===== config.mk =====
export PLATFORM = sky130hd
export DESIGN_NAME = selective_repeat_arq_controller
export DESIGN_NICKNAME = d
export VERILOG_FILES = /design/src/hw/rtl/srarq_pkg.sv /design/src/hw/rtl/srarq_dp.sv /design/src/hw/rtl/srarq_ctrl.sv /design/src/hw/rtl/selective_repeat_arq_controller.sv
export SDC_FILE = /design/constraint.sdc
export NUM_CORES = 1
export LEC_CHECK = 0
export ABC_AREA = 1
export BUFFER_PORTS_ARGS = -buffer_cell sky130_fd_sc_hd__buf_4
export CAP_MARGIN = 20
export CORE_MARGIN = 8
export CORE_UTILIZATION = 35
export DETAILED_ROUTE_END_ITERATION = 10
export PLACE_DENSITY_LB_ADDON = 0.15
export SYNTH_ARGS = -nofsm -noshare
export SYNTH_HDL_FRONTEND = slang
export SYNTH_SLANG_ARGS = --single-unit

===== constraint.sdc =====
create_clock -name i_clk -period 4.9 [get_ports i_clk]
set_input_delay 0.735 -clock i_clk [delete_from_list [all_inputs] [get_ports i_clk]]
set_output_delay 0.735 -clock i_clk [all_outputs]
set_load 0.01 [all_outputs]

===== src/hw/rtl/srarq_pkg.sv =====
// ----------------------------------------------------------------------------
// srarq_pkg
// Shared types and constants of the selective-repeat ARQ controller: item
// layouts, event, frame kind and action codes, and the controller/datapath
// command and status bundles.
// ----------------------------------------------------------------------------
package srarq_pkg;

    // Field widths, fixed by the link format.
    localparam int SEQ_W   = 4;
    localparam int SLOT_W  = 3;
    localparam int TIMER_W = 16;
    localparam int OP_W    = 3;
    localparam int KIND_W  = 2;
    localparam int ACT_W   = 3;

    // Window geometry and result limit.
    localparam int MAX_SEQUENCE = 15;
    localparam int WINDOW_SLOTS = 8;
    localparam int MAX_RESULTS  = 12;

    // Configuration register indexes and reset values.
    localparam int          CFG_IDX_W       = 1;
    localparam logic [0:0]  CFG_DATA_TIMER  = 1'b0;
    localparam logic [0:0]  CFG_ACK_TIMER   = 1'b1;
    localparam logic [15:0] DATA_TIMER_INIT = 16'd4000;
    localparam logic [15:0] ACK_TIMER_INIT  = 16'd1000;

    // Event codes.
    localparam logic [OP_W-1:0] OP_NET_READY  = 3'd0;
    localparam logic [OP_W-1:0] OP_PHYS_READY = 3'd1;
    localparam logic [OP_W-1:0] OP_FRAME      = 3'd2;
    localparam logic [OP_W-1:0] OP_DATA_TMO   = 3'd3;
    localparam logic [OP_W-1:0] OP_ACK_TMO    = 3'd4;

    // Received frame kinds.
    localparam logic [KIND_W-1:0] KIND_DATA = 2'd0;
    localparam logic [KIND_W-1:0] KIND_ACK  = 2'd1;
    localparam logic [KIND_W-1:0] KIND_NAK  = 2'd2;

    // Result actions.
    localparam logic [ACT_W-1:0] ACT_LOAD    = 3'd0;
    localparam logic [ACT_W-1:0] ACT_DATA    = 3'd1;
    localparam logic [ACT_W-1:0] ACT_ACK     = 3'd2;
    localparam logic [ACT_W-1:0] ACT_NAK     = 3'd3;
    localparam logic [ACT_W-1:0] ACT_STORE   = 3'd4;
    localparam logic [ACT_W-1:0] ACT_DELIVER = 3'd5;
    localparam logic [ACT_W-1:0] ACT_STOP    = 3'd6;
    localparam logic [ACT_W-1:0] ACT_STATUS  = 3'd7;

    // One input event item.
    typedef struct packed {
        logic [OP_W-1:0]   op;
        logic              crc_bad;
        logic [KIND_W-1:0] rx_kind;
        logic [SEQ_W-1:0]  rx_seq;
        logic [SEQ_W-1:0]  rx_ack;
        logic [SLOT_W-1:0] timeout_slot;
    } t_item;

    // One result command item.
    typedef struct packed {
        logic [ACT_W-1:0]   action;
        logic [SEQ_W-1:0]   tx_seq;
        logic [SEQ_W-1:0]   tx_ack;
        logic [SLOT_W-1:0]  slot;
        logic [TIMER_W-1:0] timer_length;
        logic               ack_restart;
        logic               network_enable;
        logic               last;
    } t_result;

    // Datapath steps issued by the controller, at most one per cycle.
    typedef enum logic [3:0] {
        STEP_NONE,
        STEP_LOAD,
        STEP_SEND,
        STEP_NAK,
        STEP_ACK_START,
        STEP_STORE,
        STEP_DELIVER,
        STEP_STOP,
        STEP_SEND_ACK,
        STEP_PHYS,
        STEP_STATUS
    } t_step;

    // Controller to datapath.
    typedef struct packed {
        logic  latch;
        t_step step;
    } t_dp_cmd;

    // Datapath to controller.
    typedef struct packed {
        logic [OP_W-1:0]   op;
        logic              crc_bad;
        logic [KIND_W-1:0] rx_kind;
        logic              room;
        logic              nak_allowed;
        logic              seq_mismatch;
        logic              store_ok;
        logic              deliver_ok;
        logic              stop_ok;
        logic              resend_ok;
    } t_dp_stat;

endpackage


===== src/hw/rtl/srarq_dp.sv =====
// ----------------------------------------------------------------------------
// srarq_dp
// Datapath of the ARQ controller: window edges, arrival marks, outstanding
// count, flags, timer length registers and the registered result port.
// ----------------------------------------------------------------------------
module srarq_dp import srarq_pkg::*; (
    input  logic                 i_clk,
    input  logic                 i_rst_n,
    input  t_item                i_item,
    input  logic                 i_cfg_we,
    input  logic [CFG_IDX_W-1:0] i_cfg_idx,
    input  logic [TIMER_W-1:0]   i_cfg_data,
    input  t_dp_cmd              i_cmd,
    output t_dp_stat             o_stat,
    output logic                 o_strobe,
    output t_result              o_result
);

    localparam int GUARD_W = $clog2(MAX_SEQUENCE + 2);
    localparam int EMIT_W  = $clog2(MAX_RESULTS);

    // True when b lies in the circular range starting at a and ending before c.
    function automatic logic in_window(input logic [SEQ_W-1:0] a,
                                       input logic [SEQ_W-1:0] b,
                                       input logic [SEQ_W-1:0] c);
        in_window = ((a <= b) && (b < c)) || ((c < a) && (a <= b)) ||
                    ((c < a) && (b < c));
    endfunction

    t_item               r_item;
    logic [TIMER_W-1:0]  r_data_tlen;
    logic [TIMER_W-1:0]  r_ack_tlen;
    logic [SEQ_W-1:0]    r_ale;
    logic [SEQ_W-1:0]    r_ns;
    logic [SEQ_W-1:0]    r_exp;
    logic [SEQ_W-1:0]    r_rue;
    logic [SEQ_W-1:0]    r_count;
    logic [WINDOW_SLOTS-1:0] r_marks;
    logic                r_nak_ok;
    logic                r_phys;
    logic                r_ack_start;
    logic [GUARD_W-1:0]  r_guard;
    logic [EMIT_W-1:0]   r_emit_cnt;
    logic                r_strobe;
    t_result             r_result;

    t_result             n_result;
    logic                n_emit;
    logic [SEQ_W-1:0]    to_seq;
    logic [SEQ_W-1:0]    send_seq;
    logic [SEQ_W-1:0]    ack_field;
    logic [SEQ_W-1:0]    nak_seq;
    logic                room;

    // Sequence numbers that a send may use.
    always_comb begin
        nak_seq   = r_item.rx_ack + SEQ_W'(1);
        to_seq    = {~in_window(r_ale, {1'b0, r_item.timeout_slot}, r_ns),
                     r_item.timeout_slot};
        ack_field = r_exp - SEQ_W'(1);
        room      = r_count < SEQ_W'(WINDOW_SLOTS);
        case (r_item.op)
            OP_NET_READY: begin
                send_seq = r_ns;
            end
            OP_FRAME: begin
                send_seq = nak_seq;
            end
            default: begin
                send_seq = to_seq;
            end
        endcase
    end

    // Status toward the controller.
    always_comb begin
        o_stat.op           = r_item.op;
        o_stat.crc_bad      = r_item.crc_bad;
        o_stat.rx_kind      = r_item.rx_kind;
        o_stat.room         = room;
        o_stat.nak_allowed  = r_nak_ok;
        o_stat.seq_mismatch = r_item.rx_seq != r_exp;
        o_stat.store_ok     = in_window(r_exp, r_item.rx_seq, r_rue) &&
                              !r_marks[r_item.rx_seq[SLOT_W-1:0]];
        o_stat.deliver_ok   = r_marks[r_exp[SLOT_W-1:0]] &&
                              (r_guard < GUARD_W'(WINDOW_SLOTS));
        o_stat.stop_ok      = in_window(r_ale, r_item.rx_ack, r_ns) &&
                              (r_guard <= GUARD_W'(MAX_SEQUENCE));
        o_stat.resend_ok    = in_window(r_ale, nak_seq, r_ns);
    end

    // Result item built for the current step.
    always_comb begin
        n_result = '0;
        n_emit   = 1'b1;
        case (i_cmd.step)
            STEP_LOAD: begin
                n_result.action = ACT_LOAD;
                n_result.slot   = r_ns[SLOT_W-1:0];
            end
            STEP_SEND: begin
                n_result.action       = ACT_DATA;
                n_result.tx_seq       = send_seq;
                n_result.tx_ack       = ack_field;
                n_result.slot         = send_seq[SLOT_W-1:0];
                n_result.timer_length = r_data_tlen;
            end
            STEP_NAK: begin
                n_result.action = ACT_NAK;
                n_result.tx_ack = ack_field;
            end
            STEP_SEND_ACK: begin
                n_result.action = ACT_ACK;
                n_result.tx_ack = ack_field;
            end
            STEP_STORE: begin
                n_result.action = ACT_STORE;
                n_result.slot   = r_item.rx_seq[SLOT_W-1:0];
            end
            STEP_DELIVER: begin
                n_result.action = ACT_DELIVER;
                n_result.slot   = r_exp[SLOT_W-1:0];
            end
            STEP_STOP: begin
                n_result.action = ACT_STOP;
                n_result.slot   = r_ale[SLOT_W-1:0];
            end
            STEP_STATUS: begin
                n_result.action         = ACT_STATUS;
                n_result.timer_length   = r_ack_start ? r_ack_tlen : '0;
                n_result.ack_restart    = r_ack_start;
                n_result.network_enable = room && r_phys;
                n_result.last           = 1'b1;
            end
            default: begin
                n_emit = 1'b0;
            end
        endcase
    end

    // Window state, flags and configuration registers.
    always_ff @(posedge i_clk) begin
        if (!i_rst_n) begin
            r_data_tlen <= DATA_TIMER_INIT;
            r_ack_tlen  <= ACK_TIMER_INIT;
            r_ale       <= '0;
            r_ns        <= '0;
            r_exp       <= '0;
            r_rue       <= SEQ_W'(WINDOW_SLOTS);
            r_count     <= '0;
            r_marks     <= '0;
            r_nak_ok    <= 1'b1;
            r_phys      <= 1'b0;
            r_ack_start <= 1'b0;
            r_guard     <= '0;
        end else begin
            if (i_cfg_we) begin
                case (i_cfg_idx)
                    CFG_DATA_TIMER: begin
                        r_data_tlen <= i_cfg_data;
                    end
                    CFG_ACK_TIMER: begin
                        r_ack_tlen <= i_cfg_data;
                    end
                    default: begin
                    end
                endcase
            end
            if (i_cmd.latch) begin
                r_ack_start <= 1'b0;
                r_guard     <= '0;
            end
            case (i_cmd.step)
                STEP_SEND: begin
                    r_phys <= 1'b0;
                    // A new frame opens a slot and moves the send edge together.
                    if (r_item.op == OP_NET_READY) begin
                        r_count <= r_count + SEQ_W'(1);
                        r_ns    <= r_ns + SEQ_W'(1);
                    end
                end
                STEP_NAK: begin
                    r_nak_ok <= 1'b0;
                end
                STEP_ACK_START: begin
                    r_ack_start <= 1'b1;
                end
                STEP_STORE: begin
                    r_marks[r_item.rx_seq[SLOT_W-1:0]] <= 1'b1;
                end
                STEP_DELIVER: begin
                    r_marks[r_exp[SLOT_W-1:0]] <= 1'b0;
                    r_exp       <= r_exp + SEQ_W'(1);
                    r_rue       <= r_rue + SEQ_W'(1);
                    r_nak_ok    <= 1'b1;
                    r_ack_start <= 1'b1;
                    r_guard     <= r_guard + GUARD_W'(1);
                end
                STEP_STOP: begin
                    if (r_count != '0) begin
                        r_count <= r_count - SEQ_W'(1);
                    end
                    r_ale   <= r_ale + SEQ_W'(1);
                    r_guard <= r_guard + GUARD_W'(1);
                end
                STEP_PHYS: begin
                    r_phys <= 1'b1;
                end
                default: begin
                end
            endcase
        end
    end

    // Captured event item.
    always_ff @(posedge i_clk) begin
        if (i_cmd.latch) begin
            r_item <= i_item;
        end
    end

    // Result port; commands past the per-event limit are dropped, status never.
    always_ff @(posedge i_clk) begin
        if (!i_rst_n) begin
            r_strobe   <= 1'b0;
            r_emit_cnt <= '0;
        end else begin
            r_strobe <= 1'b0;
            if (i_cmd.latch) begin
                r_emit_cnt <= '0;
            end
            if (n_emit) begin
                if (n_result.last) begin
                    r_strobe <= 1'b1;
                end else if (r_emit_cnt < EMIT_W'(MAX_RESULTS - 1)) begin
                    r_strobe   <= 1'b1;
                    r_emit_cnt <= r_emit_cnt + EMIT_W'(1);
                end
            end
        end
    end

    always_ff @(posedge i_clk) begin
        if (n_emit) begin
            r_result <= n_result;
        end
    end

    assign o_strobe = r_strobe;
    assign o_result = r_result;

    // The outstanding count never exceeds the window.
    a_count_bound: assert property (@(posedge i_clk) disable iff (!i_rst_n)
        r_count <= SEQ_W'(WINDOW_SLOTS))
        else $error("outstanding count above window");

    // The outstanding count equals the span of the send window.
    a_count_span: assert property (@(posedge i_clk) disable iff (!i_rst_n)
        r_count == SEQ_W'(r_ns - r_ale))
        else $error("outstanding count disagrees with send window");

    // The receive window always spans exactly the window size.
    a_rx_span: assert property (@(posedge i_clk) disable iff (!i_rst_n)
        SEQ_W'(r_rue - r_exp) == SEQ_W'(WINDOW_SLOTS))
        else $error("receive window edges out of step");

    // A status item is followed by a quiet cycle.
    a_status_gap: assert property (@(posedge i_clk) disable iff (!i_rst_n)
        (r_strobe && r_result.last) |=> !r_strobe)
        else $error("result directly after status item");

endmodule


===== src/hw/rtl/srarq_ctrl.sv =====
// ----------------------------------------------------------------------------
// srarq_ctrl
// Sequencer of the ARQ controller: decodes the captured event and walks the
// datapath through its commands, at most one step per cycle, ending with status.
// ----------------------------------------------------------------------------
module srarq_ctrl import srarq_pkg::*; (
    input  logic     i_clk,
    input  logic     i_rst_n,
    input  logic     i_accept,
    input  t_dp_stat i_stat,
    output t_dp_cmd  o_cmd,
    output logic     o_busy
);

    typedef enum logic [2:0] {
        S_IDLE,
        S_DECODE,
        S_SEND,
        S_STORE,
        S_DELIVER,
        S_STOP,
        S_STATUS
    } t_state;

    t_state r_state;
    t_state n_state;

    // Next state and datapath step.
    always_comb begin
        n_state     = r_state;
        o_cmd.latch = 1'b0;
        o_cmd.step  = STEP_NONE;
        case (r_state)
            S_IDLE: begin
                if (i_accept) begin
                    o_cmd.latch = 1'b1;
                    n_state     = S_DECODE;
                end
            end
            S_DECODE: begin
                n_state = S_STATUS;
                case (i_stat.op)
                    OP_NET_READY: begin
                        if (i_stat.room) begin
                            o_cmd.step = STEP_LOAD;
                            n_state    = S_SEND;
                        end
                    end
                    OP_PHYS_READY: begin
                        o_cmd.step = STEP_PHYS;
                    end
                    OP_FRAME: begin
                        if (i_stat.crc_bad) begin
                            if (i_stat.nak_allowed) begin
                                o_cmd.step = STEP_NAK;
                            end
                        end else begin
                            case (i_stat.rx_kind)
                                KIND_DATA: begin
                                    if (i_stat.seq_mismatch && i_stat.nak_allowed) begin
                                        o_cmd.step = STEP_NAK;
                                    end else begin
                                        o_cmd.step = STEP_ACK_START;
                                    end
                                    n_state = S_STORE;
                                end
                                KIND_ACK: begin
                                    n_state = S_STOP;
                                end
                                KIND_NAK: begin
                                    if (i_stat.resend_ok) begin
                                        o_cmd.step = STEP_SEND;
                                    end
                                end
                                default: begin
                                end
                            endcase
                        end
                    end
                    OP_DATA_TMO: begin
                        o_cmd.step = STEP_SEND;
                    end
                    OP_ACK_TMO: begin
                        o_cmd.step = STEP_SEND_ACK;
                    end
                    default: begin
                    end
                endcase
            end
            S_SEND: begin
                o_cmd.step = STEP_SEND;
                n_state    = S_STATUS;
            end
            S_STORE: begin
                if (i_stat.store_ok) begin
                    o_cmd.step = STEP_STORE;
                    n_state    = S_DELIVER;
                end else begin
                    n_state = S_STATUS;
                end
            end
            S_DELIVER: begin
                if (i_stat.deliver_ok) begin
                    o_cmd.step = STEP_DELIVER;
                end else begin
                    n_state = S_STATUS;
                end
            end
            S_STOP: begin
                if (i_stat.stop_ok) begin
                    o_cmd.step = STEP_STOP;
                end else begin
                    n_state = S_STATUS;
                end
            end
            S_STATUS: begin
                o_cmd.step = STEP_STATUS;
                n_state    = S_IDLE;
            end
            default: begin
                n_state = S_IDLE;
            end
        endcase
    end

    // State register.
    always_ff @(posedge i_clk) begin
        if (!i_rst_n) begin
            r_state <= S_IDLE;
        end else begin
            r_state <= n_state;
        end
    end

    assign o_busy = r_state != S_IDLE;

endmodule


===== src/hw/rtl/selective_repeat_arq_controller.sv =====
// ----------------------------------------------------------------------------
// selective_repeat_arq_controller
// The item is captured at the accepting edge and decoded; the sequencer then
// issues any load, send, store, deliver or stop steps and ends with status,
// which reaches the result port through its output register. No new item is
// taken until status is issued; a data frame that delivers eight slots is
// the longest walk, and the receiver cannot stall the results.
// Synchronous active-low reset clears window state and marks.
// ----------------------------------------------------------------------------
module selective_repeat_arq_controller import srarq_pkg::*; (
    input  logic                 i_clk,
    input  logic                 i_rst_n,
    input  logic                 start,
    output logic                 busy,
    input  t_item                i_item,
    input  logic                 i_cfg_we,
    input  logic [CFG_IDX_W-1:0] i_cfg_idx,
    input  logic [TIMER_W-1:0]   i_cfg_data,
    output logic                 o_strobe,
    output t_result              o_result
);

    t_dp_cmd  cmd;
    t_dp_stat stat;
    logic     accept;

    // An item is taken only while the sequencer is idle.
    assign accept = start && !busy;

    srarq_ctrl u_ctrl (
        .i_clk    (i_clk),
        .i_rst_n  (i_rst_n),
        .i_accept (accept),
        .i_stat   (stat),
        .o_cmd    (cmd),
        .o_busy   (busy)
    );

    srarq_dp u_dp (
        .i_clk      (i_clk),
        .i_rst_n    (i_rst_n),
        .i_item     (i_item),
        .i_cfg_we   (i_cfg_we),
        .i_cfg_idx  (i_cfg_idx),
        .i_cfg_data (i_cfg_data),
        .i_cmd      (cmd),
        .o_stat     (stat),
        .o_strobe   (o_strobe),
        .o_result   (o_result)
    );

endmodule

[Yosys cells after proc, flatten, opt, wreduce, memory -nomap -nowiden]
Cells that the tools add are included.
Word-level totals
  word-level logic and storage cells: 194
  bits of input ports: 38
  output and inout bits: 35
  bits in registers: 126
Cells by class
  equality and inequality tests: 28
  muxes and demuxes: 53
  $lt $le $gt $ge: 18
  add/sub/neg operators: 10
  reduce and logical (&&, ||, !) cells: 51
  bitwise logic cells: 5
Operators with widths (number)
  $pmux 16 s2: 1
  $add 4x1->4 const B: 7
  $mux 4: 7
  $mux 3: 9
  $pmux 4 s2: 3
  $pmux 4 s6: 1
  $pmux 3 s7: 1
  $logic_and 1x1->1: 20
  $lt 4x4->1: 5
  $pmux 4 s5: 1
  $pmux 3 s6: 1
  $eq 4x3->1 const B: 4
  $mux 16: 1
  $pmux 8 s2: 1
  $pmux 3 s5: 1
  $mux 1: 13
  $eq 3x2->1 const B: 4
  $eq 3x3->1 const B: 4
  $eq 4x4->1 const B: 3
  $le 4x4->1: 3
  $pmux 3 s2: 2
  $reduce_bool 2->1: 6
  $mux 5: 2
  $and 8x8->8: 1
  other kinds (35): 64

[Longest topological paths before layout]
Gate-level depths: netlist of run 1.
  word-level depth: 14
  mapped depth: 24
  mapped depth without buffers: 24

[Cells and area by module]
Synthesis of run 1 repeated with hierarchy kept, for this count alone.
Second synthesis, totals
  cell total of the unflattened synthesis: 804
  area, all modules: 6675.2 µm²
By module, submodules not included
  srarq_dp: cells each 719, times used 1, sequential area each 2962.8 µm², area an instance 6222.2 µm²
  srarq_ctrl: cells each 83, times used 1, sequential area each 60.1 µm², area an instance 442.9 µm²
  selective_repeat_arq_controller: cells each 2, times used 1, sequential area each 0.0 µm², area an instance 10.0 µm²

[Worst setup path before layout of run 1]
No wires, ideal clock.
  kind: reg-to-reg
  start point: reg u_dp.r_item[3] (netlist name)
  end point: reg u_dp.r_result (netlist bit u_dp.o_result[0]), enable pin
  data required time: 4.523 ns
  data arrival time: 2.551 ns
  stages on the path, launching flop included: 18
  period minus slack after synthesis: 2.928 ns
  setup slack: 1.972 ns
  path buffers: 0
  setup time: 0.377 ns
  cell sequence: edfxtp_1 -> inv_1 -> nor3_1 -> or2_2 -> nand2_1 -> inv_1 -> ha_1 -> a21oi_1 -> nand2_1 -> o21ai_0 -> nand2_1 -> nand2_1 -> nand2_1 -> nand2_1 -> nand2_1 -> nand2_4 -> o21ai_4 -> nand2_2
Between the ends
  cells in the longest elaborated chain, start to end: 13
  elaborated cells on any way between the ends: 32
  those cells by class: 1 x add/sub; 4 x order compare; 8 x eq/ne; 7 x mux; 12 x reduce/logical
RTL lines
  start, declared: line srarq_dp.sv:30  | t_item r_item;
  start signal, assigned: line srarq_dp.sv:218  | r_item <= i_item;
  $add 4x1->4: line srarq_dp.sv:57  | nak_seq = r_item.rx_ack + SEQ_W'(1);
  $le 4x4->1 or $lt 4x4->1 (tied branches): line srarq_dp.sv:26, srarq_dp.sv:27
  $logic_and 1x1->1: line srarq_dp.sv:26  | in_window = ((a <= b) && (b < c)) || ((c < a) && (a <= b)) ||
  $logic_or 1x1->1 (2 in a row): line srarq_dp.sv:26
  $mux 2: line srarq_ctrl.sv:71  | if (i_stat.resend_ok) begin
  $pmux 4 s2: line srarq_ctrl.sv:58  | case (i_stat.rx_kind)
  $mux 4: line srarq_ctrl.sv:53  | if (i_stat.crc_bad) begin
  $pmux 4 s5: line srarq_ctrl.sv:42  | case (i_stat.op)
  $pmux 4 s6 (*): line srarq_ctrl.sv:33  | case (r_state)
  $eq 4x1->1 (tied with other cells): line srarq_dp.sv:96  | case (i_cmd.step)
  $reduce_or 8->1 (no source line) (*)
  $mux 1 (*): line srarq_dp.sv:96
  end signal, assigned: line srarq_dp.sv:245  | r_result <= n_result;
  end, declared: line srarq_dp.sv:45  | t_result r_result;
Every way passes the cells marked *; elsewhere a longest branch is shown, timed or not.
A chain may end at the register's enable or synchronous reset.

[Worst setup path after layout of run 1]
  start point: reg u_dp.r_item[3] (netlist name)
  end point: reg u_dp.r_emit_cnt[3]
Between the ends
  cells in the longest elaborated chain, start to end: 14
  elaborated cells on any way between the ends: 35
  those cells by class: 1 x add/sub; 4 x order compare; 8 x eq/ne; 10 x mux; 12 x reduce/logical
RTL lines
  $add 4x1->4: line srarq_dp.sv:57
  $le 4x4->1 or $lt 4x4->1 (tied branches): line srarq_dp.sv:26, srarq_dp.sv:27
  $logic_and 1x1->1: line srarq_dp.sv:26
  $logic_or 1x1->1 (2 in a row): line srarq_dp.sv:26
  $mux 2: line srarq_ctrl.sv:71
  $pmux 4 s2: line srarq_ctrl.sv:58
  $mux 4: line srarq_ctrl.sv:53
  $pmux 4 s5: line srarq_ctrl.sv:42
  $pmux 4 s6 (*): line srarq_ctrl.sv:33
  $eq 4x1->1 (tied with other cells): line srarq_dp.sv:96
  $reduce_or 8->1 (no source line) or $mux 1 (tied branches)
  $mux 1 or $mux 4 (tied branches): line srarq_dp.sv:96, srarq_dp.sv:233
  $mux 4 (*): line srarq_dp.sv:232  | if (n_emit) begin
  end signal, assigned: line srarq_dp.sv:237  | r_emit_cnt <= r_emit_cnt + EMIT_W'(1);
  end, declared: line srarq_dp.sv:43  | logic [EMIT_W-1:0] r_emit_cnt;
Marks and branches as above.

==> impl_metrics.env, run 1 <==
export IMPL_die_area_um2=23790
export IMPL_path_cells="inv_1, nor3_1, or2_2, nand2_1, inv_1, ha_1, a21oi_1, nand2_1, o21ai_0, nand2_1, nand2_1, nand2_1, nand2_1, nand2_1, nand2_4, o21ai_4, nand2_2, nand3_1, a21oi_1"
export IMPL_critPathLaunchType="flip-flop"
export IMPL_power_leakage_nw=3.504
export IMPL_min_period_ns=3.407
export IMPL_cts_resized=0
export IMPL_routed_wl_um=17210
export IMPL_ir_worst_vdd_v=0.0002742
export IMPL_remaining_drc_errors=0
export IMPL_finalSetupViolations=0
export IMPL_core_um2=18710
export IMPL_cts_tree="done"
export IMPL_cts_setup_buffers=0
export IMPL_synthCells=829
export IMPL_dp_hpwl_um=12200
export IMPL_finalWeightedCongestion=0.8613
export IMPL_synth_fp_nets=911
export IMPL_drive_gt1_share_pct=15.38
export IMPL_rr_startpoint="u_dp.r_item[3]$_DFFE_PP_"
export IMPL_final_util_pct=42.71
export IMPL_mostFrequentLayoutCells="nand2_1, inv_1, o21ai_0"
export IMPL_port_buffers=72
export IMPL_worstPathArrival_ns=3.75
export IMPL_grt_setup_unrepaired="false"
export IMPL_synth_edf_count=50
export IMPL_start_util_pct=35.76
export IMPL_required_ns=5.24
export IMPL_pre_cts_slack_ns=1.497
export IMPL_cp_common_cell="nand2_1"
export IMPL_yosys_register_bits=126
export IMPL_ctsRootBufferMaster="clkbuf_16"
export IMPL_ff2ff_path_depth=19
export IMPL_antenna_cells=0
export IMPL_path_clk_slew_ns=0.07
export IMPL_gr_total_overflow=0
export IMPL_critPathKind="flip-flop to flip-flop"
export IMPL_r2r_setup_slack_ns=1.49
export IMPL_critical_path_max_stage_delay_ns=0.68
export IMPL_cts_buffer_depth=2
export IMPL_hold_path_class="flip-flop to flip-flop"
export IMPL_htreeDepth=4
export IMPL_outcome="completed"
export IMPL_end_kind="flip-flop"
export IMPL_dr_first_iter_drc_count=364
export IMPL_startpoint="u_dp.r_item[3]$_DFFE_PP_"
export IMPL_cp_endpoint="u_dp.r_emit_cnt[3]$_SDFF_PN0_"
export IMPL_period_share_pct=69.53
export IMPL_grt_usage_pct=14.76
export IMPL_dr_pass1_iters=5
export IMPL_io_pins=73
export IMPL_final_common_cell="nand2_1"
export IMPL_synthFlopType="dfxtp_1"
export IMPL_cp_max_fo=38
export IMPL_clock_skew_ns=0.01068
export IMPL_r2r_end="u_dp.r_emit_cnt[3]$_SDFF_PN0_"
export IMPL_maxSlewViolCount=0
export IMPL_synth_area_leaders="dfxtp_1, edfxtp_1, nand2_1, ha_1, o21ai_0"
export IMPL_viasPerCell=4.938
export IMPL_finalSetupTns_ns=0
export IMPL_timing_final_ws_setup_ns=1.493
export IMPL_dpl_cell_count=1112
export IMPL_yosysUniqueCellTypes=47
export IMPL_fin_cells=1144
export IMPL_synth_top_area_share_pct=22.75
export IMPL_wl_per_cell_um=15.05
export IMPL_ant_nets=0
export IMPL_ys_seq_area_share_pct=45.19
export IMPL_postCtsHoldBufs=0
export IMPL_cts_sinks=126
export IMPL_cts_inserted_buffers=17
export IMPL_synth_top_cell_by_area="dfxtp_1"
export IMPL_grt_max_degree=61
export IMPL_async_flop_share_pct=0
export IMPL_routed_via_count=5649
export IMPL_rows=50
export IMPL_nets=979
export IMPL_hold_viol_final=0
export IMPL_die_y_um=154.2
export IMPL_worst_pin_slew_ns=0.9233
export IMPL_cp_slowest_cell="nand2_2"
export IMPL_grt_pass1_vias=5467
export IMPL_max_cap_violations=0
export IMPL_grt_pass1_wl_um=28410
export IMPL_relSlewSlack_pct=38.23
export IMPL_fillers=1869
export IMPL_max_freq_mhz=293.5
export IMPL_antenna_found_initial=0
export IMPL_syn_area_per_cell_um2=8.069
export IMPL_die_w_um=154.2
export IMPL_synth_area_um2=6689
export IMPL_yosys_warnings=0
export IMPL_clock_latency_ns=0.43
export IMPL_syn_to_final_growth_pct=19.44
export IMPL_powerDensity_nw_per_um2=527.4
## metrics by stage
| step | instance area (um2) | hold slack, ns | power, mW |
|---|---|---|---|
| floorplan | 6689 | 0.4245 | 2.453 |
| global placement | 7403 | 0.4346 | 3.000 |
| detailed placement | 7403 | 0.4387 | 3.014 |
| CTS | 7989 | 0.4491 | 4.268 |
| global route | 7989 | 0.4652 | 4.495 |
| finish | 7989 | 0.4460 | 4.213 |
## sequential cells by signal, summed over array words and instances, names as in the netlist, 4 cells and up
name,count
u_dp.r_exp,4
u_dp.o_stat,6
u_dp.r_item,11
u_dp.r_marks,8
u_dp.r_guard,5
u_dp.r_emit_cnt,4
u_dp.r_ns,4
u_dp.r_ack_tlen,16
u_dp.r_count,4
u_dp.r_ale,4
u_dp.r_data_tlen,16
u_dp.r_rue,4
u_dp.o_result,33
## Yosys cell counts, types with 3 or more instances
master    number
xor2_1         4
nor3_1        19
o211ai_1       7
ha_1          43
o22ai_1        7
buf_4          3
o21ai_0       87
buf_2          3
edfxtp_1      50
nand4_1        9
or2_2          4
nand2_4        5
buf_6          3
xnor2_1        3
a31oi_1        8
a21oi_1       68
nor2_1        62
dfxtp_1       76
nand2_1      177
inv_1         99
inv_2          9
nand3_1       35
clkbuf_1      13
nand2_2        4
clkinv_1       3
## kinds of logic after synthesis
kind of cell / count (synthesis) / share of synthesized area [%]
buffers and inverters: 136 / 8.249
flip-flops: 126 / 45.19
XOR/XNOR: 7 / 0.9166
adder cells (fa/ha/maj): 44 / 8.343
AO/OA/AOI/OAI: 188 / 15.10
AND/OR/NAND/NOR: 328 / 22.20
## report_power, final
part	switching, mW	internal, mW	leakage [nW]
sequential	0.156	1.46	1.10
clock	0.568	0.684	0.286
combinational	0.872	0.479	2.12
total	1.60	2.62	3.50
## critical path, delay by kind of cell (launching register included)
kind / cells / cell delay, ns
compound gates: 4 / 0.57
fa+ha+maj: 1 / 0.30
buf+inv: 2 / 0.20
flops: 1 / 0.45
simple gates: 12 / 1.79
## cell type report
class,count,area (um2),share of cell area (%)
repair buffers,73,548.0,6.860
inverters,112,422.9,5.294
well taps,234,292.8,3.665
clock inverters,15,160.2,2.005
multi-input cells,567,3117,39.01
clock buffers,17,425.4,5.325
flip-flops and latches,126,3023,37.84
## how the worst min path moves through the flow
stage,start,to,slack [ns],cells after the start
2_1_floorplan,u_dp.r_data_tlen[0]$_SDFFE_PN0P_,u_dp.r_data_tlen[0]$_SDFFE_PN0P_,0.42,2
3_3_place_gp,u_dp.r_data_tlen[3]$_SDFFE_PN0P_,u_dp.r_data_tlen[3]$_SDFFE_PN0P_,0.43,2
3_5_place_dp,u_dp.r_data_tlen[3]$_SDFFE_PN0P_,u_dp.r_data_tlen[3]$_SDFFE_PN0P_,0.44,2
4_1_cts,u_dp.r_data_tlen[3]$_SDFFE_PN0P_,u_dp.r_data_tlen[3]$_SDFFE_PN0P_,0.45,2
5_1_grt,i_item[8],u_dp.r_item[8]$_DFFE_PP_,0.47,1
6_report,u_dp.r_data_tlen[3]$_SDFFE_PN0P_,u_dp.r_data_tlen[3]$_SDFFE_PN0P_,0.45,2
## per-layer routing
metal  global-route usage [%]  vias up  share of wire (%)
met5                        0        -                  0
met3                    3.706       17                4.7
met2                    23.74      110                 45
li1                         -     2922                  -
met4                    4.433        0                1.2
met1                    19.19     2600                 49
Note: power is estimated with default switching activity, not from simulation.
==> run 2, diff against run 1 <==
clock period = 3.4 ns   (was 4.9 ns; I/O delays follow)
==> impl_metrics.env, run 2 (synthesized netlist as in run 1, its figures left out) <==
export IMPL_outcome="completed"
export IMPL_final_common_cell="nand2_1"
export IMPL_cp_num_buf_inv=3
export IMPL_critical_path_top_delay_family="simple AND/OR/NAND/NOR gates"
export IMPL_maxSlewViolCount=0
export IMPL_powerDensity_nw_per_um2=758.8
export IMPL_period_share_pct=89.05
export IMPL_syn_to_final_growth_pct=20.22
export IMPL_critPathKind="flip-flop to flip-flop"
export IMPL_required_ns=3.55
export IMPL_grt_max_degree=60
export IMPL_grt_usage_pct=14.90
export IMPL_start_util_pct=35.76
export IMPL_finalSetupTns_ns=0
export IMPL_min_period_ns=3.028
export IMPL_finalWeightedCongestion=0.8156
export IMPL_routed_via_count=5674
export IMPL_cts_sinks=126
export IMPL_viasPerCell=4.925
export IMPL_io_pins=73
export IMPL_clock_latency_ns=0.43
export IMPL_wl_per_cell_um=15.06
export IMPL_port_buffers=72
export IMPL_antenna_cells=0
export IMPL_grt_pass1_wl_um=28280
export IMPL_cts_tree="done"
export IMPL_cts_buffer_depth=2
export IMPL_max_cap_violations=0
export IMPL_routed_wl_um=17350
export IMPL_die_w_um=154.2
export IMPL_startpoint="u_dp.r_item[3]$_DFFE_PP_"
export IMPL_ctsRootBufferMaster="clkbuf_16"
export IMPL_remaining_drc_errors=0
export IMPL_gr_total_overflow=0
export IMPL_hold_path_class="primary input to flip-flop"
export IMPL_finalSetupViolations=0
export IMPL_critical_path_max_stage_delay_ns=0.45
export IMPL_drive_gt1_share_pct=16.12
export IMPL_cts_inserted_buffers=17
export IMPL_path_clk_slew_ns=0.06
export IMPL_cp_slowest_cell="edfxtp_1"
export IMPL_die_y_um=154.2
export IMPL_worstPathArrival_ns=3.18
export IMPL_hold_viol_final=0
export IMPL_htreeDepth=4
export IMPL_worst_pin_slew_ns=0.6675
export IMPL_ant_nets=0
export IMPL_dpl_cell_count=1120
export IMPL_dr_pass1_iters=4
export IMPL_power_leakage_nw=3.534
export IMPL_max_freq_mhz=330.3
export IMPL_dr_first_iter_drc_count=352
export IMPL_critPathLaunchType="flip-flop"
export IMPL_antenna_found_initial=0
export IMPL_cts_setup_buffers=0
export IMPL_grt_pass1_vias=5483
export IMPL_cts_resized=0
export IMPL_end_kind="flip-flop"
export IMPL_die_area_um2=23790
export IMPL_fin_cells=1152
export IMPL_path_cells="inv_1, nor3_1, or2_2, nand2_1, inv_1, ha_1, a21oi_1, nand2_1, o21ai_0, nand2_1, nand2_1, nand2_1, nand2_1, nand2_1, nand2_4, inv_2, nand2_1, nor2_1, a21oi_1, o211ai_1"
export IMPL_core_um2=18710
export IMPL_hp_start="i_item[1]"
export IMPL_cp_common_cell="nand2_1"
export IMPL_relSlewSlack_pct=55.22
export IMPL_rows=50
export IMPL_dp_hpwl_um=12310
export IMPL_grt_setup_unrepaired="false"
export IMPL_cp_max_fo=6
export IMPL_largest_reg_flops=33
export IMPL_postCtsHoldBufs=0
export IMPL_rr_startpoint="u_dp.r_item[3]$_DFFE_PP_"
export IMPL_fillers=1901
export IMPL_clock_skew_ns=0.01396
export IMPL_mostFrequentLayoutCells="nand2_1, inv_1, o21ai_0"
export IMPL_ir_worst_vdd_v=0.0005897
export IMPL_nets=987
==> run 2: cell count changes in the layout (fill, tap and decap cells not counted), sizes merged <==
cell,previous run,this run
buf,73,81
clkinv,6,5
clkinvlp,1,2
==> run 2: report_power, final <==
| group | switching (mW) | internal, mW | total (mW) |
|---|---|---|---|
| sequential | 0.241 | 2.09 | 2.33 |
| combinational | 1.26 | 0.755 | 2.01 |
| clock | 0.794 | 0.969 | 1.76 |
==> run 2: through the flow <==
| step | setup slack, ns | hold slack [ns] | power (mW) | utilization, % | area, um2 |
|---|---|---|---|---|---|
| floorplan | 0.4721 | 0.4245 | 3.536 | - | 6689 |
| global placement | 0.4198 | 0.4396 | 4.403 | 39.97 | 7476 |
| detailed placement | 0.3677 | 0.4405 | 4.400 | 39.97 | 7476 |
| CTS | 0.3560 | 0.2394 | 6.187 | 42.99 | 8041 |
| global route | 0.04594 | 0.2424 | 6.498 | 42.99 | 8041 |
| finish | 0.3724 | 0.2595 | 6.102 | 42.99 | 8041 |
==> run 2: final cells by class <==
| class | count | area (um2) | area share (%) |
|---|---|---|---|
| Tap cell | 234 | 292.8 | 3.641 |
| Multi-Input combinational cell | 567 | 3117 | 38.76 |
| Clock buffer | 17 | 425.4 | 5.290 |
| Sequential cell | 126 | 3023 | 37.59 |
| Inverter | 112 | 422.9 | 5.259 |
| Clock inverter | 15 | 140.1 | 1.743 |
| Timing Repair Buffer | 81 | 620.6 | 7.717 |
==> run 2: worst paths after layout <==
check | to | slack (ns) | depth (start not counted)
setup / recovery | u_dp.o_result[21]$_DFFE_PN_ | 0.37 | 20
hold / removal | u_dp.r_item[1]$_DFFE_PP_ | 0.26 | 1
setup reg to reg | u_dp.o_result[21]$_DFFE_PN_ | 0.37 | 20
hold reg to reg | u_dp.r_data_tlen[0]$_SDFFE_PN0P_ | 0.45 | 2
==> run 2: metal layers <==
metal  vias to the layer above  share of wire, %  track usage, %
li1                       2930                 -               -
met1                      2618                48           19.49
met2                       115                46           23.82
met3                        11               5.3           3.678
met4                         0              0.94           4.573
met5                         -                 0               0
==> run 3, diff against run 2 <==
ABC_AREA = not set   (was 1)
==> impl_metrics.env, run 3 <==
export IMPL_max_freq_mhz=307.9
export IMPL_cts_buffer_depth=2
export IMPL_worst_pin_slew_ns=0.9174
export IMPL_remaining_drc_errors=0
export IMPL_critical_path_top_delay_family="compound AO/OA/AOI/OAI gates"
export IMPL_start_util_pct=35.84
export IMPL_yosys_warnings=0
export IMPL_power_leakage_nw=3.386
export IMPL_clock_skew_ns=0.01759
export IMPL_postCtsHoldBufs=0
export IMPL_ys_seq_area_share_pct=46.64
export IMPL_powerDensity_nw_per_um2=650.9
export IMPL_antenna_cells=0
export IMPL_r2r_setup_slack_ns=0.15
export IMPL_synth_most_common_cell="nand2_1"
export IMPL_synth_xor_area_share_pct=2.162
export IMPL_syn_area_per_cell_um2=9.489
export IMPL_critPathKind="flip-flop to flip-flop"
export IMPL_clock_latency_ns=0.42
export IMPL_synth_top_cell_by_area="dfxtp_1"
export IMPL_synthFlopType="dfxtp_1"
export IMPL_period_share_pct=95.53
export IMPL_max_cap_violations=0
export IMPL_cts_tree="done"
export IMPL_yosys_register_bits=126
export IMPL_ant_nets=0
export IMPL_die_y_um=152.1
export IMPL_htreeDepth=4
export IMPL_cts_resized=0
export IMPL_grt_pass1_vias=5392
export IMPL_ir_worst_vdd_v=0.0003954
export IMPL_nets=865
export IMPL_cts_sinks=126
export IMPL_io_pins=73
export IMPL_die_w_um=152.1
export IMPL_finalSetupViolations=0
export IMPL_drive_gt1_share_pct=21.48
export IMPL_required_ns=3.56
export IMPL_routed_via_count=5340
export IMPL_largest_reg_flops=33
export IMPL_hold_path_class="primary input to flip-flop"
export IMPL_worstPathArrival_ns=3.41
export IMPL_dr_first_iter_drc_count=313
export IMPL_hold_ws_ns=0.2645
export IMPL_synth_compound_area_share_pct=16.00
export IMPL_maxSlewViolCount=0
export IMPL_mostFrequentLayoutCells="buf_4, nand2_1, dfxtp_1"
export IMPL_die_area_um2=23130
export IMPL_finalSetupTns_ns=0
export IMPL_core_um2=18090
export IMPL_grt_usage_pct=14.92
export IMPL_grt_setup_unrepaired="false"
export IMPL_path_cells="inv_1, ha_1, nor3_1, a211o_1, maj3_1, and2_1, buf_4, a222oi_1, inv_1, a211o_1"
export IMPL_synthAdderAreaFrac_pct=8.938
export IMPL_cts_setup_buffers=0
export IMPL_finalWeightedCongestion=0.8640
export IMPL_end_kind="flip-flop"
export IMPL_synth_top_family_by_area="simple AND/OR/NAND/NOR gates"
export IMPL_path_clk_slew_ns=0.06
export IMPL_wl_per_cell_um=16.74
export IMPL_relSlewSlack_pct=38.77
export IMPL_min_period_ns=3.248
export IMPL_critical_path_max_stage_delay_ns=0.53
export IMPL_dr_pass1_iters=5
export IMPL_synth_fp_nets=765
export IMPL_synthSimpleGateAreaFrac_pct=18.80
export IMPL_synth_common_cells="nand2_1, dfxtp_1, a21oi_1, edfxtp_1, nor2_1"
export IMPL_syn_to_final_growth_pct=24.79
export IMPL_dp_hpwl_um=12480
export IMPL_async_flop_share_pct=0
export IMPL_hold_viol_final=0
export IMPL_grt_pass1_wl_um=27900
export IMPL_synth_area_leaders="dfxtp_1, edfxtp_1, ha_1, nand2_1, a21oi_1"
export IMPL_synth_edf_count=50
export IMPL_cp_slowest_cell="dfxtp_1"
export IMPL_final_common_cell="buf_4"
export IMPL_cp_num_buf_inv=3
export IMPL_routed_wl_um=17160
export IMPL_synth_area_um2=6481
export IMPL_yosysUniqueCellTypes=71
export IMPL_gr_total_overflow=0
export IMPL_outcome="completed"
export IMPL_antenna_found_initial=0
export IMPL_final_util_pct=44.72
export IMPL_synth_top_area_share_pct=23.47
export IMPL_grt_max_degree=28
export IMPL_synth_mux_area_share_pct=2.413
export IMPL_synthCells=683
export IMPL_port_buffers=72
export IMPL_ctsRootBufferMaster="clkbuf_16"
export IMPL_p_total_mw=5.264
export IMPL_rows=49
export IMPL_cts_inserted_buffers=17
export IMPL_viasPerCell=5.210
export IMPL_cp_max_fo=8
export IMPL_critPathLaunchType="flip-flop"
run 3: cell count changes in the layout (fill, tap and decap cells not counted), moves of 8 or more:
cell,previous run,this run
inv_1,99,41
nand2_1,177,101
o21ai_0,87,20
a21oi_1,68,50
mux2i_1,0,10
a22o_1,0,16
a211oi_1,1,9
buf_4,80,116
nor2_1,61,45
xnor2_1,3,15
run 3: final cells by class:
| class | count | area (um2) |
|---|---|---|
| tap | 229 | 286.5 |
| fill | 1743 | 9998 |
| inverter | 43 | 161.4 |
| timing repair buffer | 118 | 910.9 |
| sequential | 126 | 3023 |
| clock inverter | 15 | 137.6 |
| multi-input combinational | 477 | 3143 |
| clock buffer | 17 | 425.4 |
run 3: kinds of logic (layout without fill, tap and decap cells):
| group | count (synthesis) | count (layout) |
|---|---|---|
| AOI/OAI and AO/OA | 149 | 149 |
| xor gates and xnor gates | 16 | 16 |
| adders and majority gates | 46 | 46 |
| buffers and inverters | 80 | 193 |
| DFF | 126 | 126 |
| muxes | 13 | 13 |
| and+or+nand+nor | 253 | 253 |
run 3: layer usage:
layer	GRT usage (%)	share of wire [%]	vias to the layer above
li1	-	-	2653
met1	18.56	47	2557
met2	24.70	48	116
met3	3.914	4.6	14
met4	4.902	0.94	0
met5	0	0	-
run 3: final timing paths:
path	startpoint	to	cells after the start
worst min-delay path	i_item[10]	u_dp.r_item[10]$_DFFE_PP_	1
worst max-delay path	u_dp.r_exp[2]$_SDFFE_PN0P_	u_dp.o_result[20]$_DFFE_PN_	10
worst max register to register	u_dp.r_exp[2]$_SDFFE_PN0P_	u_dp.o_result[20]$_DFFE_PN_	10
worst min register to register	u_dp.r_ack_tlen[13]$_SDFFE_PN0P_	u_dp.r_ack_tlen[13]$_SDFFE_PN0P_	2
run 3: through the flow:
| step | instance area, um2 | setup WS (ns) | cells |
|---|---|---|---|
| after floorplan | 6492 | 0.1180 | 683 |
| after global placement | 7505 | -0.1780 | 992 |
| after detailed placement | 7525 | 0.1687 | 993 |
| after CTS | 8088 | 0.1396 | 1025 |
| after global routing | 8088 | 0.008629 | 1025 |
| final | 8088 | 0.1519 | 1025 |
run 3: worst reg2reg max path, stage by stage (launching register included):
cell      delay (ns)
dfxtp_1         0.53
inv_1           0.18
ha_1            0.31
nor3_1          0.04
a211o_1         0.28
maj3_1          0.41
and2_1          0.24
buf_4           0.18
a222oi_1        0.43
inv_1           0.12
a211o_1         0.30
run 3: power breakdown:
| part | switching [mW] | internal (mW) | total (mW) |
|---|---|---|---|
| Combinational | 0.788 | 0.650 | 1.44 |
| Sequential | 0.161 | 1.93 | 2.09 |
| Clock | 0.766 | 0.970 | 1.74 |
